## config.mk

```make
export PLATFORM = sky130hd
export DESIGN_NAME = priority_chain_failover_manager_unit
export DESIGN_NICKNAME = d
export VERILOG_FILES = /design/src/rtl/pcfm_pkg.sv /design/src/rtl/pcfm_lane.sv /design/src/rtl/pcfm_seq.sv /design/src/rtl/priority_chain_failover_manager_unit.sv
export SDC_FILE = /design/constraint.sdc
export NUM_CORES = 1
export LEC_CHECK = 0
export BUFFER_PORTS_ARGS = -buffer_cell sky130_fd_sc_hd__buf_2
export CAP_MARGIN = 0
export CORE_MARGIN = 3
export CORE_UTILIZATION = 59
export DETAILED_ROUTE_END_ITERATION = 6
export MAX_ROUTING_LAYER = met4
export PLACE_DENSITY_LB_ADDON = 0.05
export SYNTH_ARGS = -nofsm -noshare
export SYNTH_HDL_FRONTEND = slang
export SYNTH_SLANG_ARGS = --single-unit
```

## constraint.sdc

```tcl
create_clock -name clk -period 7.31 [get_ports clk]
set_clock_uncertainty 0.15 [all_clocks]
set_input_delay 0.3655 -clock clk [delete_from_list [all_inputs] [get_ports clk]]
set_output_delay 0.3655 -clock clk [all_outputs]
set_load 0.02 [all_outputs]
```

## src/rtl/pcfm_pkg.sv

```systemverilog
// Package for the channel failover manager: request/result structs, config
// struct, codes, state encoding and the chain-count clamp.
// No dependencies.
package pcfm_pkg;

	// Channels reachable through the request fields and masks
	localparam int IO_CHANNELS  = 4;
	localparam int NUM_CH_DEF   = 4;
	// Chain order registers hold eight 3-bit entries
	localparam int CHAIN_SLOTS  = 8;
	localparam int ENTRY_W      = 3;
	localparam int CNT_W        = 4;
	localparam int MAX_CHAIN    = 8;
	localparam int CHAIN_MAX    = (MAX_CHAIN < CHAIN_SLOTS) ? MAX_CHAIN : CHAIN_SLOTS;
	localparam int CODE_W       = 16;
	localparam int TIME_W       = 32;
	localparam int FAIL_W       = 8;
	localparam int CFG_IDX_W    = 3;
	localparam int CFG_DATA_W   = 32;

	localparam logic [CODE_W-1:0] CODE_OK_LOW  = 16'd200;
	localparam logic [CODE_W-1:0] CODE_OK_HIGH = 16'd300;
	localparam logic [FAIL_W-1:0] FAIL_LIMIT   = 8'd3;
	localparam logic [FAIL_W-1:0] FAIL_SAT     = 8'd255;

	localparam logic [TIME_W-1:0] WDOG_RESET   = 32'd60000;
	localparam logic [TIME_W-1:0] RECOV_RESET  = 32'd300000;

	typedef enum logic [1:0] {
		REQ_SEND       = 2'd0,
		REQ_TICK       = 2'd1,
		REQ_MARK_ALIVE = 2'd2,
		REQ_MARK_DEAD  = 2'd3
	} req_kind_t;

	typedef enum logic [1:0] {
		OUT_SENT       = 2'd0,
		OUT_BACKUP     = 2'd1,
		OUT_ALL_FAILED = 2'd2,
		OUT_NOT_SEND   = 2'd3
	} outcome_t;

	typedef enum logic [CFG_IDX_W-1:0] {
		CFG_ORDER_PRIMARY = 3'd0,
		CFG_COUNT_PRIMARY = 3'd1,
		CFG_ORDER_LEGACY  = 3'd2,
		CFG_COUNT_LEGACY  = 3'd3,
		CFG_RECOV_ENABLE  = 3'd4,
		CFG_ENABLE_MASK   = 3'd5,
		CFG_WDOG_TIMEOUT  = 3'd6,
		CFG_RECOV_IVAL    = 3'd7
	} cfg_reg_t;

	typedef enum logic [2:0] {
		ST_IDLE,
		ST_SEND,
		ST_TICK,
		ST_REC,
		ST_MARK,
		ST_DONE
	} seq_state_t;

	typedef logic [CHAIN_SLOTS-1:0][ENTRY_W-1:0] chain_t;

	typedef struct packed {
		logic [1:0]               req_type;
		logic [TIME_W-1:0]        now_ms;
		logic [1:0]               channel;
		logic signed [CODE_W-1:0] code_ch0;
		logic signed [CODE_W-1:0] code_ch1;
		logic signed [CODE_W-1:0] code_ch2;
		logic signed [CODE_W-1:0] code_ch3;
		logic [IO_CHANNELS-1:0]   handler_mask;
		logic                     backup_ok;
	} req_t;

	typedef struct packed {
		logic [1:0]             outcome;
		logic [1:0]             used_channel;
		logic [IO_CHANNELS-1:0] alive_mask;
		logic [2:0]             active_count;
	} result_t;

	typedef struct packed {
		logic [CHAIN_SLOTS*ENTRY_W-1:0] order_primary;
		logic [CNT_W-1:0]               count_primary;
		logic [CHAIN_SLOTS*ENTRY_W-1:0] order_legacy;
		logic [CNT_W-1:0]               count_legacy;
		logic                           recovery_enable;
		logic [IO_CHANNELS-1:0]         enable_mask;
		logic [TIME_W-1:0]              watchdog_timeout;
		logic [TIME_W-1:0]              recovery_interval;
	} cfg_t;

	// Per-lane commands from the sequencer, one active at a time
	typedef struct packed {
		logic try_en;
		logic wd_en;
		logic mark_alive;
		logic mark_dead;
		logic rec_clr;
	} lane_cmd_t;

	typedef struct packed {
		logic alive;
		logic ok;
	} lane_sts_t;

	function automatic logic [CNT_W-1:0] clamp_count(input logic [CNT_W-1:0] n);
		logic [CNT_W-1:0] r;
		r = n;
		if (n > CNT_W'(CHAIN_MAX)) r = CNT_W'(CHAIN_MAX);
		return r;
	endfunction

endpackage

```

## src/rtl/pcfm_lane.sv

```systemverilog
// One channel lane: alive flag, fail count and last-success time, with the
// status-code check and the watchdog compare for that channel.
// Depends on pcfm_pkg.
module pcfm_lane (
	input  logic                             clk,
	input  logic                             arst_n,
	input  pcfm_pkg::lane_cmd_t              cmd,
	input  logic [pcfm_pkg::CODE_W-1:0]      code,
	input  logic [pcfm_pkg::TIME_W-1:0]      now,
	input  logic                             enabled,
	input  logic [pcfm_pkg::TIME_W-1:0]      timeout,
	output pcfm_pkg::lane_sts_t              sts
);
	import pcfm_pkg::*;

	logic              alive_q;
	logic [FAIL_W-1:0] fail_q;
	logic [TIME_W-1:0] last_ok_q;

	logic              code_ok;
	logic [FAIL_W-1:0] fail_inc;
	logic              wd_expired;

	// 2xx codes count as delivered; negative codes fall above the window
	assign code_ok  = (code >= CODE_OK_LOW) && (code < CODE_OK_HIGH);
	assign fail_inc = (fail_q == FAIL_SAT) ? fail_q : fail_q + FAIL_W'(1);

	// Watchdog: alive, enabled, last-success time nonzero, silent too long
	assign wd_expired = enabled && alive_q && (last_ok_q != '0) &&
		((now - last_ok_q) > timeout);

	always_ff @(posedge clk or negedge arst_n) begin
		if (!arst_n) begin
			alive_q   <= 1'b0;
			fail_q    <= '0;
			last_ok_q <= '0;
		end else begin
			priority if (cmd.try_en) begin
				if (code_ok) begin
					alive_q   <= 1'b1;
					last_ok_q <= now;
					fail_q    <= '0;
				end else begin
					fail_q <= fail_inc;
					if (fail_inc >= FAIL_LIMIT) alive_q <= 1'b0;
				end
			end else if (cmd.wd_en) begin
				if (wd_expired) alive_q <= 1'b0;
			end else if (cmd.mark_alive) begin
				alive_q   <= 1'b1;
				last_ok_q <= now;
				fail_q    <= '0;
			end else if (cmd.mark_dead) begin
				alive_q <= 1'b0;
			end else if (cmd.rec_clr) begin
				if (!alive_q) fail_q <= '0;
			end
		end
	end

	assign sts.alive = alive_q;
	assign sts.ok    = code_ok;

endmodule

```

## src/rtl/pcfm_seq.sv

```systemverilog
// Sequencer and merge stage: walks the chain order one entry per cycle,
// steers commands to the lanes, runs the tick/recovery steps, forms outcome.
// Depends on pcfm_pkg.
module pcfm_seq #(
	parameter int NUM_CHANNELS = pcfm_pkg::NUM_CH_DEF
) (
	input  logic                                  clk,
	input  logic                                  arst_n,
	input  logic                                  accept,
	input  logic [1:0]                            req_type,
	input  pcfm_pkg::req_t                        req_q,
	input  pcfm_pkg::cfg_t                        cfg,
	input  pcfm_pkg::lane_sts_t [((NUM_CHANNELS < pcfm_pkg::IO_CHANNELS) ?
		NUM_CHANNELS : pcfm_pkg::IO_CHANNELS)-1:0] sts,
	output pcfm_pkg::lane_cmd_t [((NUM_CHANNELS < pcfm_pkg::IO_CHANNELS) ?
		NUM_CHANNELS : pcfm_pkg::IO_CHANNELS)-1:0] cmd,
	output logic                                  busy,
	output logic                                  done,
	output logic [1:0]                            outcome,
	output logic [1:0]                            used_channel
);
	import pcfm_pkg::*;

	localparam int LANES = (NUM_CHANNELS < IO_CHANNELS) ? NUM_CHANNELS : IO_CHANNELS;

	seq_state_t        state_q, state_d;
	req_kind_t         kind_q;
	chain_t            order_q;
	logic [CNT_W-1:0]  n_q;
	logic [CNT_W-1:0]  idx_q;
	logic              sent_q;
	logic [1:0]        used_q;
	logic [TIME_W-1:0] last_rec_q;

	chain_t             idx_order;
	logic [ENTRY_W-1:0] entry;
	logic               at_end;
	logic [LANES-1:0]   sel_vec;
	logic [LANES-1:0]   eligible;
	logic [LANES-1:0]   enab;
	logic [LANES-1:0]   ok_vec;
	logic               success;
	logic               rec_hit;
	logic               rec_due;
	logic               rec_go;

	// Index order used by non-tick requests when neither chain count is set
	always_comb begin
		for (int i = 0; i < CHAIN_SLOTS; i++) idx_order[i] = ENTRY_W'(i);
	end

	// Current chain entry and which lane it selects
	assign entry  = order_q[idx_q[ENTRY_W-1:0]];
	assign at_end = (idx_q == n_q);

	always_comb begin
		for (int i = 0; i < LANES; i++) begin
			sel_vec[i]  = (entry == ENTRY_W'(i));
			enab[i]     = cfg.enable_mask[i];
			eligible[i] = cfg.enable_mask[i] && req_q.handler_mask[i];
			ok_vec[i]   = sts[i].ok;
		end
	end

	assign success = |(sel_vec & eligible & ok_vec);
	assign rec_hit = |(sel_vec & enab);
	assign rec_due = (req_q.now_ms - last_rec_q) > cfg.recovery_interval;
	assign rec_go  = cfg.recovery_enable && (cfg.count_legacy > CNT_W'(1));

	// Next state
	always_comb begin
		state_d = state_q;
		unique case (state_q)
			ST_IDLE: begin
				if (accept) begin
					unique case (req_kind_t'(req_type))
						REQ_SEND:                      state_d = ST_SEND;
						REQ_TICK:                      state_d = ST_TICK;
						REQ_MARK_ALIVE, REQ_MARK_DEAD: state_d = ST_MARK;
					endcase
				end
			end
			ST_SEND: begin
				if (at_end || success) state_d = ST_DONE;
			end
			ST_TICK: begin
				state_d = (rec_due && rec_go) ? ST_REC : ST_DONE;
			end
			ST_REC: begin
				if (at_end || rec_hit) state_d = ST_DONE;
			end
			ST_MARK: state_d = ST_DONE;
			ST_DONE: state_d = ST_IDLE;
			default: state_d = ST_IDLE;
		endcase
	end

	// Outputs: lane commands, handshake, outcome
	always_comb begin
		for (int i = 0; i < LANES; i++) begin
			cmd[i].try_en     = (state_q == ST_SEND) && !at_end && sel_vec[i] && eligible[i];
			cmd[i].wd_en      = (state_q == ST_TICK);
			cmd[i].mark_alive = (state_q == ST_MARK) && (kind_q == REQ_MARK_ALIVE) &&
				(req_q.channel == 2'(i));
			cmd[i].mark_dead  = (state_q == ST_MARK) && (kind_q == REQ_MARK_DEAD) &&
				(req_q.channel == 2'(i));
			cmd[i].rec_clr    = (state_q == ST_REC) && !at_end && sel_vec[i] && enab[i];
		end
		busy         = (state_q != ST_IDLE);
		done         = (state_q == ST_DONE);
		used_channel = used_q;
		if (kind_q != REQ_SEND) outcome = OUT_NOT_SEND;
		else if (sent_q)        outcome = OUT_SENT;
		else if (req_q.backup_ok) outcome = OUT_BACKUP;
		else                    outcome = OUT_ALL_FAILED;
	end

	always_ff @(posedge clk or negedge arst_n) begin
		if (!arst_n) state_q <= ST_IDLE;
		else         state_q <= state_d;
	end

	// Walk registers and recovery timer
	always_ff @(posedge clk or negedge arst_n) begin
		if (!arst_n) begin
			kind_q     <= REQ_SEND;
			order_q    <= '0;
			n_q        <= '0;
			idx_q      <= '0;
			sent_q     <= 1'b0;
			used_q     <= '0;
			last_rec_q <= '0;
		end else begin
			unique case (state_q)
				ST_IDLE: begin
					if (accept) begin
						kind_q <= req_kind_t'(req_type);
						idx_q  <= '0;
						sent_q <= 1'b0;
						used_q <= '0;
						if (req_kind_t'(req_type) == REQ_TICK) begin
							order_q <= chain_t'(cfg.order_legacy);
							n_q     <= clamp_count(cfg.count_legacy);
						end else if (cfg.count_primary != '0) begin
							order_q <= chain_t'(cfg.order_primary);
							n_q     <= clamp_count(cfg.count_primary);
						end else if (cfg.count_legacy != '0) begin
							order_q <= chain_t'(cfg.order_legacy);
							n_q     <= clamp_count(cfg.count_legacy);
						end else begin
							order_q <= idx_order;
							n_q     <= CNT_W'(NUM_CHANNELS);
						end
					end
				end
				ST_SEND: begin
					if (!at_end) begin
						if (success) begin
							sent_q <= 1'b1;
							used_q <= entry[1:0];
						end else begin
							idx_q <= idx_q + CNT_W'(1);
						end
					end
				end
				ST_TICK: begin
					if (rec_due) last_rec_q <= req_q.now_ms;
				end
				ST_REC: begin
					if (!at_end) idx_q <= idx_q + CNT_W'(1);
				end
				ST_MARK, ST_DONE: begin
				end
				default: begin
				end
			endcase
		end
	end

endmodule

```

## src/rtl/priority_chain_failover_manager_unit.sv

```systemverilog
// Top level of the channel failover manager: config registers, request
// capture, one lane per channel and the sequencer.
// Depends on pcfm_pkg, pcfm_lane, pcfm_seq.
//
//  channel   signals                      direction  handshake
//  request   start, busy, req             in         taken when start && !busy
//  result    done, result                 out        one-cycle strobe, no stall
//  config    cfg_we, cfg_idx, cfg_wdata   in         written when cfg_we
//
// A request is taken on an idle edge; busy stays high through the cycle that
// carries done, and the next request may be taken at the edge after it.
// Send: states SEND then DONE; the walk tries one chain entry per cycle, at most 8
// entries of a configured chain, until one delivers or the chain runs out.
// Tick: TICK, then REC for a recovery walk when due, then DONE. Mark: MARK, DONE.
// Reset clears all channel state and loads the config reset values.
// The receiver cannot stall results.
module priority_chain_failover_manager_unit #(
	parameter int NUM_CHANNELS = pcfm_pkg::NUM_CH_DEF
) (
	input  logic                              clk,
	input  logic                              arst_n,
	input  logic                              start,
	output logic                              busy,
	input  pcfm_pkg::req_t                    req,
	output logic                              done,
	output pcfm_pkg::result_t                 result,
	input  logic                              cfg_we,
	input  logic [pcfm_pkg::CFG_IDX_W-1:0]    cfg_idx,
	input  logic [pcfm_pkg::CFG_DATA_W-1:0]   cfg_wdata
);
	import pcfm_pkg::*;

	localparam int LANES = (NUM_CHANNELS < IO_CHANNELS) ? NUM_CHANNELS : IO_CHANNELS;

	cfg_t                               cfg_q;
	req_t                               req_q;
	logic                               accept;
	logic [IO_CHANNELS-1:0][CODE_W-1:0] codes;
	lane_cmd_t [LANES-1:0]              cmd;
	lane_sts_t [LANES-1:0]              sts;
	logic [1:0]                         outcome;
	logic [1:0]                         used_channel;
	logic [IO_CHANNELS-1:0]             alive_mask;
	logic [2:0]                         active_count;

	assign accept = start && !busy;

	// Config register file
	always_ff @(posedge clk or negedge arst_n) begin
		if (!arst_n) begin
			cfg_q.order_primary     <= '0;
			cfg_q.count_primary     <= '0;
			cfg_q.order_legacy      <= '0;
			cfg_q.count_legacy      <= '0;
			cfg_q.recovery_enable   <= 1'b0;
			cfg_q.enable_mask       <= '0;
			cfg_q.watchdog_timeout  <= WDOG_RESET;
			cfg_q.recovery_interval <= RECOV_RESET;
		end else if (cfg_we) begin
			unique case (cfg_reg_t'(cfg_idx))
				CFG_ORDER_PRIMARY: cfg_q.order_primary <= cfg_wdata[CHAIN_SLOTS*ENTRY_W-1:0];
				CFG_COUNT_PRIMARY: cfg_q.count_primary <= cfg_wdata[CNT_W-1:0];
				CFG_ORDER_LEGACY:  cfg_q.order_legacy  <= cfg_wdata[CHAIN_SLOTS*ENTRY_W-1:0];
				CFG_COUNT_LEGACY:  cfg_q.count_legacy  <= cfg_wdata[CNT_W-1:0];
				CFG_RECOV_ENABLE:  cfg_q.recovery_enable <= cfg_wdata[0];
				CFG_ENABLE_MASK:   cfg_q.enable_mask   <= cfg_wdata[IO_CHANNELS-1:0];
				CFG_WDOG_TIMEOUT:  cfg_q.watchdog_timeout  <= cfg_wdata[TIME_W-1:0];
				CFG_RECOV_IVAL:    cfg_q.recovery_interval <= cfg_wdata[TIME_W-1:0];
			endcase
		end
	end

	// Request capture
	always_ff @(posedge clk) begin
		if (accept) req_q <= req;
	end

	assign codes = {req_q.code_ch3, req_q.code_ch2, req_q.code_ch1, req_q.code_ch0};

	// Channel lanes
	for (genvar g = 0; g < LANES; g++) begin : g_lane
		pcfm_lane u_lane (
			.clk     (clk),
			.arst_n  (arst_n),
			.cmd     (cmd[g]),
			.code    (codes[g]),
			.now     (req_q.now_ms),
			.enabled (cfg_q.enable_mask[g]),
			.timeout (cfg_q.watchdog_timeout),
			.sts     (sts[g])
		);
	end

	pcfm_seq #(
		.NUM_CHANNELS (NUM_CHANNELS)
	) u_seq (
		.clk          (clk),
		.arst_n       (arst_n),
		.accept       (accept),
		.req_type     (req.req_type),
		.req_q        (req_q),
		.cfg          (cfg_q),
		.sts          (sts),
		.cmd          (cmd),
		.busy         (busy),
		.done         (done),
		.outcome      (outcome),
		.used_channel (used_channel)
	);

	// Alive mask and count of enabled alive channels
	always_comb begin
		alive_mask   = '0;
		active_count = '0;
		for (int i = 0; i < LANES; i++) begin
			alive_mask[i] = sts[i].alive;
			active_count  = active_count + 3'(sts[i].alive && cfg_q.enable_mask[i]);
		end
	end

	assign result.outcome      = outcome;
	assign result.used_channel = used_channel;
	assign result.alive_mask   = alive_mask;
	assign result.active_count = active_count;

	// Checks
	a_accept_busy: assert property (@(posedge clk) disable iff (!arst_n)
		accept |=> busy)
		else $error("busy not raised after request taken");

	a_done_idle: assert property (@(posedge clk) disable iff (!arst_n)
		done |=> !busy)
		else $error("busy held after result strobe");

	a_sent_alive: assert property (@(posedge clk) disable iff (!arst_n)
		(done && (result.outcome == OUT_SENT)) |-> result.alive_mask[result.used_channel])
		else $error("delivering channel not alive");

	a_active_bound: assert property (@(posedge clk) disable iff (!arst_n)
		result.active_count <= 3'(LANES))
		else $error("active count exceeds channel count");

endmodule
```

==> summary.md <==
| Metric | Value |
|---|---|
| Largest net degree at the start of global routing | `127` |
| Critical path peak fanout | `33` |
| Period Utilization, post-route | `86.1%` |
| CP Data Required Time | `7.65 ns` |
| Vias per std cell | `6.10` |
| Pwr dens | `431 mW/mm²` |
| Post-synthesis cell area | `0.0302 mm²` |
| FF+latch count, synth | `456` |
| CTS root buffer | `clkbuf_16` |
| Ys async rst share | `79.2%` |
| Die Area | `0.0540 mm²` |
| Post-synth EDFFs | `95` |
| Post-CTS setup buffer count | `0` |
| VDD IR max | `0.000240 V` |
| Initial drt markers | `1771` |
| Syn Inst Count | `3017` |
| Initial Utilization | `60.0%` |
| Initial antenna violation count | `0` |
| Synth Flop Type | `dfrtp_1` |
| HPWL after detailed placement | `61.8 mm` |
| Port bufs | `148` |
| RSZ-0062 raised after global routing | `false` |
| Synth warn | `0` |
| Area growth, synth to finish | `14.8%` |
| Nets@finish | `3781` |
| Worst-margin pin slew | `1.12 ns` |
| Status | `finished, final reports clean` |
| Setup ws final | `1.01 ns` |
| Fmax | `159 MHz` |
| Layout Utilization | `68.9%` |
| Vias | `24500` |
| Cts hold-fix bufs | `128` |
| Critical Path Source Type | `flip-flop` |
| Die Span Y | `232 µm` |
| CTS sink cnt | `456` |
| Placer's final routability congestion estimate | `0.964` |
| Syn Nets | `3489` |
| Fillers | `3861` |
| Final Cell Area | `0.0347 mm²` |
| Commonest non-fill, non-tap cell in the layout | `dfrtp_1` |
| Data arrival, critical path | `6.63 ns` |
| GR Overflow Total | `0` |
| Overall global routing resource usage | `32.7%` |
| CP Capture Type | `flip-flop` |
| Clock transition at path regs | `0.07 ns` |
| Post-DP Area | `0.0317 mm²` |
| Leakage power | `15.8 nW` |
| FP Rows | `82` |
| Syn Area/Cell | `10.0 µm²` |
| Number of buffers created by CTS | `49` |
| Final ANT Viol Nets | `0` |
| First-pass GRT wire length | `135 mm` |
| Sequential share of the synthesized area | `39.4%` |
| Top-level port count | `157` |
| Most frequent cells in the layout | `dfrtp_1, ha_1, inv_1, a21oi_1, nand2_1` |
| DRC | `0` |
| HP Class | `in2reg` |
| Final Hold Vio Count | `0` |
| Setup slack at placement | `1.13 ns` |
| Slew HR | `25.6%` |
| Area of the multi-input gates | `0.0169 mm²` |
| Clk buf depth | `3` |
| Share of cells above drive strength 1 | `16.0%` |
| Detailed Route WL | `85.5 mm` |
| Unique cell type count in the Yosys netlist | `91` |
| Max_cap viols | `0` |
| Worst-Skew Late Latency | `0.63 ns` |
| Crit path time final | `6.30 ns` |
| Cts repair resizes | `0` |
| Avg WL per Cell | `21.3 µm` |
| Area occupied by registers | `0.0119 mm²` |
| Kind of critical path | `reg2reg` |
| Number of global-route vias before repair | `24600` |
| Sum of negative setup slack | `0 ns` |
| DR pass1 iterations | `6` |
| Slew Viols, Final | `0` |
| CTS H-Tree Depth | `2` |
| CTS tree | `yes` |
| Core area | `0.0504 mm²` |
| Final setup viols | `0` |
| Die width | `232 µm` |
==> layer usage <==
| metal | up-vias | part of all wire, % | GRT usage (%) |
|---|---|---|---|
| li1 | 11500 | - | - |
| met1 | 12000 | 43 | 42.9 |
| met2 | 760 | 47 | 53.2 |
| met3 | 203 | 5.3 | 3.43 |
| met4 | 0 | 3.8 | 11.3 |
| met5 | - | 0 | - |
==> synth_stat cells (30+ instances only) <==
| master | number | area share, % |
|---|---|---|
| dfrtp_1 | 346 | 29 |
| ha_1 | 322 | 13 |
| inv_1 | 287 | 3.6 |
| a21oi_1 | 228 | 3.8 |
| nand2_1 | 204 | 2.5 |
| mux2_2 | 196 | 7.3 |
| o21ai_0 | 179 | 3.0 |
| nor2_1 | 150 | 1.9 |
| a21o_1 | 133 | 3.3 |
| xnor2_1 | 104 | 3.0 |
| edfxtp_1 | 95 | 9.4 |
| nand4_1 | 58 | 1.2 |
| nand3_1 | 49 | 0.81 |
| nor3_1 | 48 | 0.79 |
| nor4_1 | 46 | 0.95 |
| xor2_1 | 42 | 1.2 |
| clkbuf_1 | 41 | 0.51 |
| o21bai_1 | 37 | 0.92 |
| nor2b_1 | 36 | 0.75 |
| o21a_1 | 31 | 0.77 |
| nand2b_1 | 30 | 0.62 |
==> cell families (layout without fill, tap and decap cells) <==
group           after synthesis  in the layout  share of synthesized area [%]
compound gates              783            783                           16.5
xor+xnor                    146            146                           4.23
fa+ha+maj                   328            328                           13.7
buf+inv                     355            688                           4.81
flops                       456            456                           39.4
mux                         239            239                           9.59
other cells                   0              1                              0
simple gates                710            710                           11.7
==> layout make-up <==
type / count / area share (%)
inverters: 287 / 3.11
clock buffers: 74 / 4.19
clock inverters: 18 / 0.664
well taps: 672 / 2.42
diodes: 1 / 0.00721
flip-flops and latches: 456 / 34.3
multi-input cells: 2206 / 48.7
repair buffers: 309 / 6.61
==> critical path, stage by stage (launching register included) <==
cell,delay [ns]
edfxtp_1,0.40
inv_1,0.25
ha_1,0.23
inv_1,0.05
fa_1,0.40
a21o_1,0.17
a21oi_1,0.27
o21bai_1,0.19
a2111oi_2,0.48
o31ai_1,0.21
a31o_2,0.33
a41o_1,0.26
a21oi_1,0.14
o21ai_0,0.10
xor2_1,0.16
ha_1,0.30
nand4_1,0.20
nor4_1,0.41
a221oi_1,0.13
a31o_2,0.25
or4_1,0.43
buf_4,0.29
mux2_2,0.34
==> worst paths after layout <==
path | slack [ns] | start | to | depth (start not counted)
max in group asynchronous | 5.05 | arst_n | g_lane[2].u_lane.alive_q$_DFFE_PN0P_ | 3
setup reg to reg | 1.01 | req_q[71]$_DFFE_PP_ | u_seq.last_rec_q[6]$_DFFE_PN0P_ | 22
hold reg to reg | 0.33 | u_seq.order_q[22]$_DFFE_PN0P_ | u_seq.order_q[22]$_DFFE_PN0P_ | 2
hold / removal | 0.03 | cfg_wdata[2] | cfg_q[99]$_DFFE_PN0P_ | 2
min in group asynchronous | 0.23 | arst_n | g_lane[2].u_lane.last_ok_q[10]$_DFFE_PN0P_ | 2
setup / recovery | 1.01 | req_q[71]$_DFFE_PP_ | u_seq.last_rec_q[6]$_DFFE_PN0P_ | 22
==> sequential cells by signal, indices dropped and copies added (netlist names) <==
signal	flops
cfg_q	125
codes	56
g_lane.u_lane.alive_q	4
g_lane.u_lane.fail_q	32
g_lane.u_lane.last_ok_q	128
req_q	39
u_seq.idx_q	4
u_seq.kind_q	2
u_seq.last_rec_q	32
u_seq.n_q	4
u_seq.order_q	24
u_seq.sent_q	1
u_seq.state_q	3
u_seq.used_channel	2
==> power by group <==
group	internal, mW	switching [mW]	total [mW]	leakage (nW)
clock	1.49	1.09	2.58	0.814
sequential	3.36	0.592	3.95	5.43
combinational	3.72	4.72	8.44	9.54
total	8.57	6.40	15.0	15.8
==> stage by stage <==
step	std cells	power [mW]	hold slack, ns
final	4023	15.0	0.0326
after global routing	4022	16.2	0.0293
after CTS	4022	14.9	0.00884
after detailed placement	3802	12.2	0.319
after floorplan	3017	10.0	-0.0801
after global placement	3802	11.8	0.306
Power figures use the tool's default switching activity.
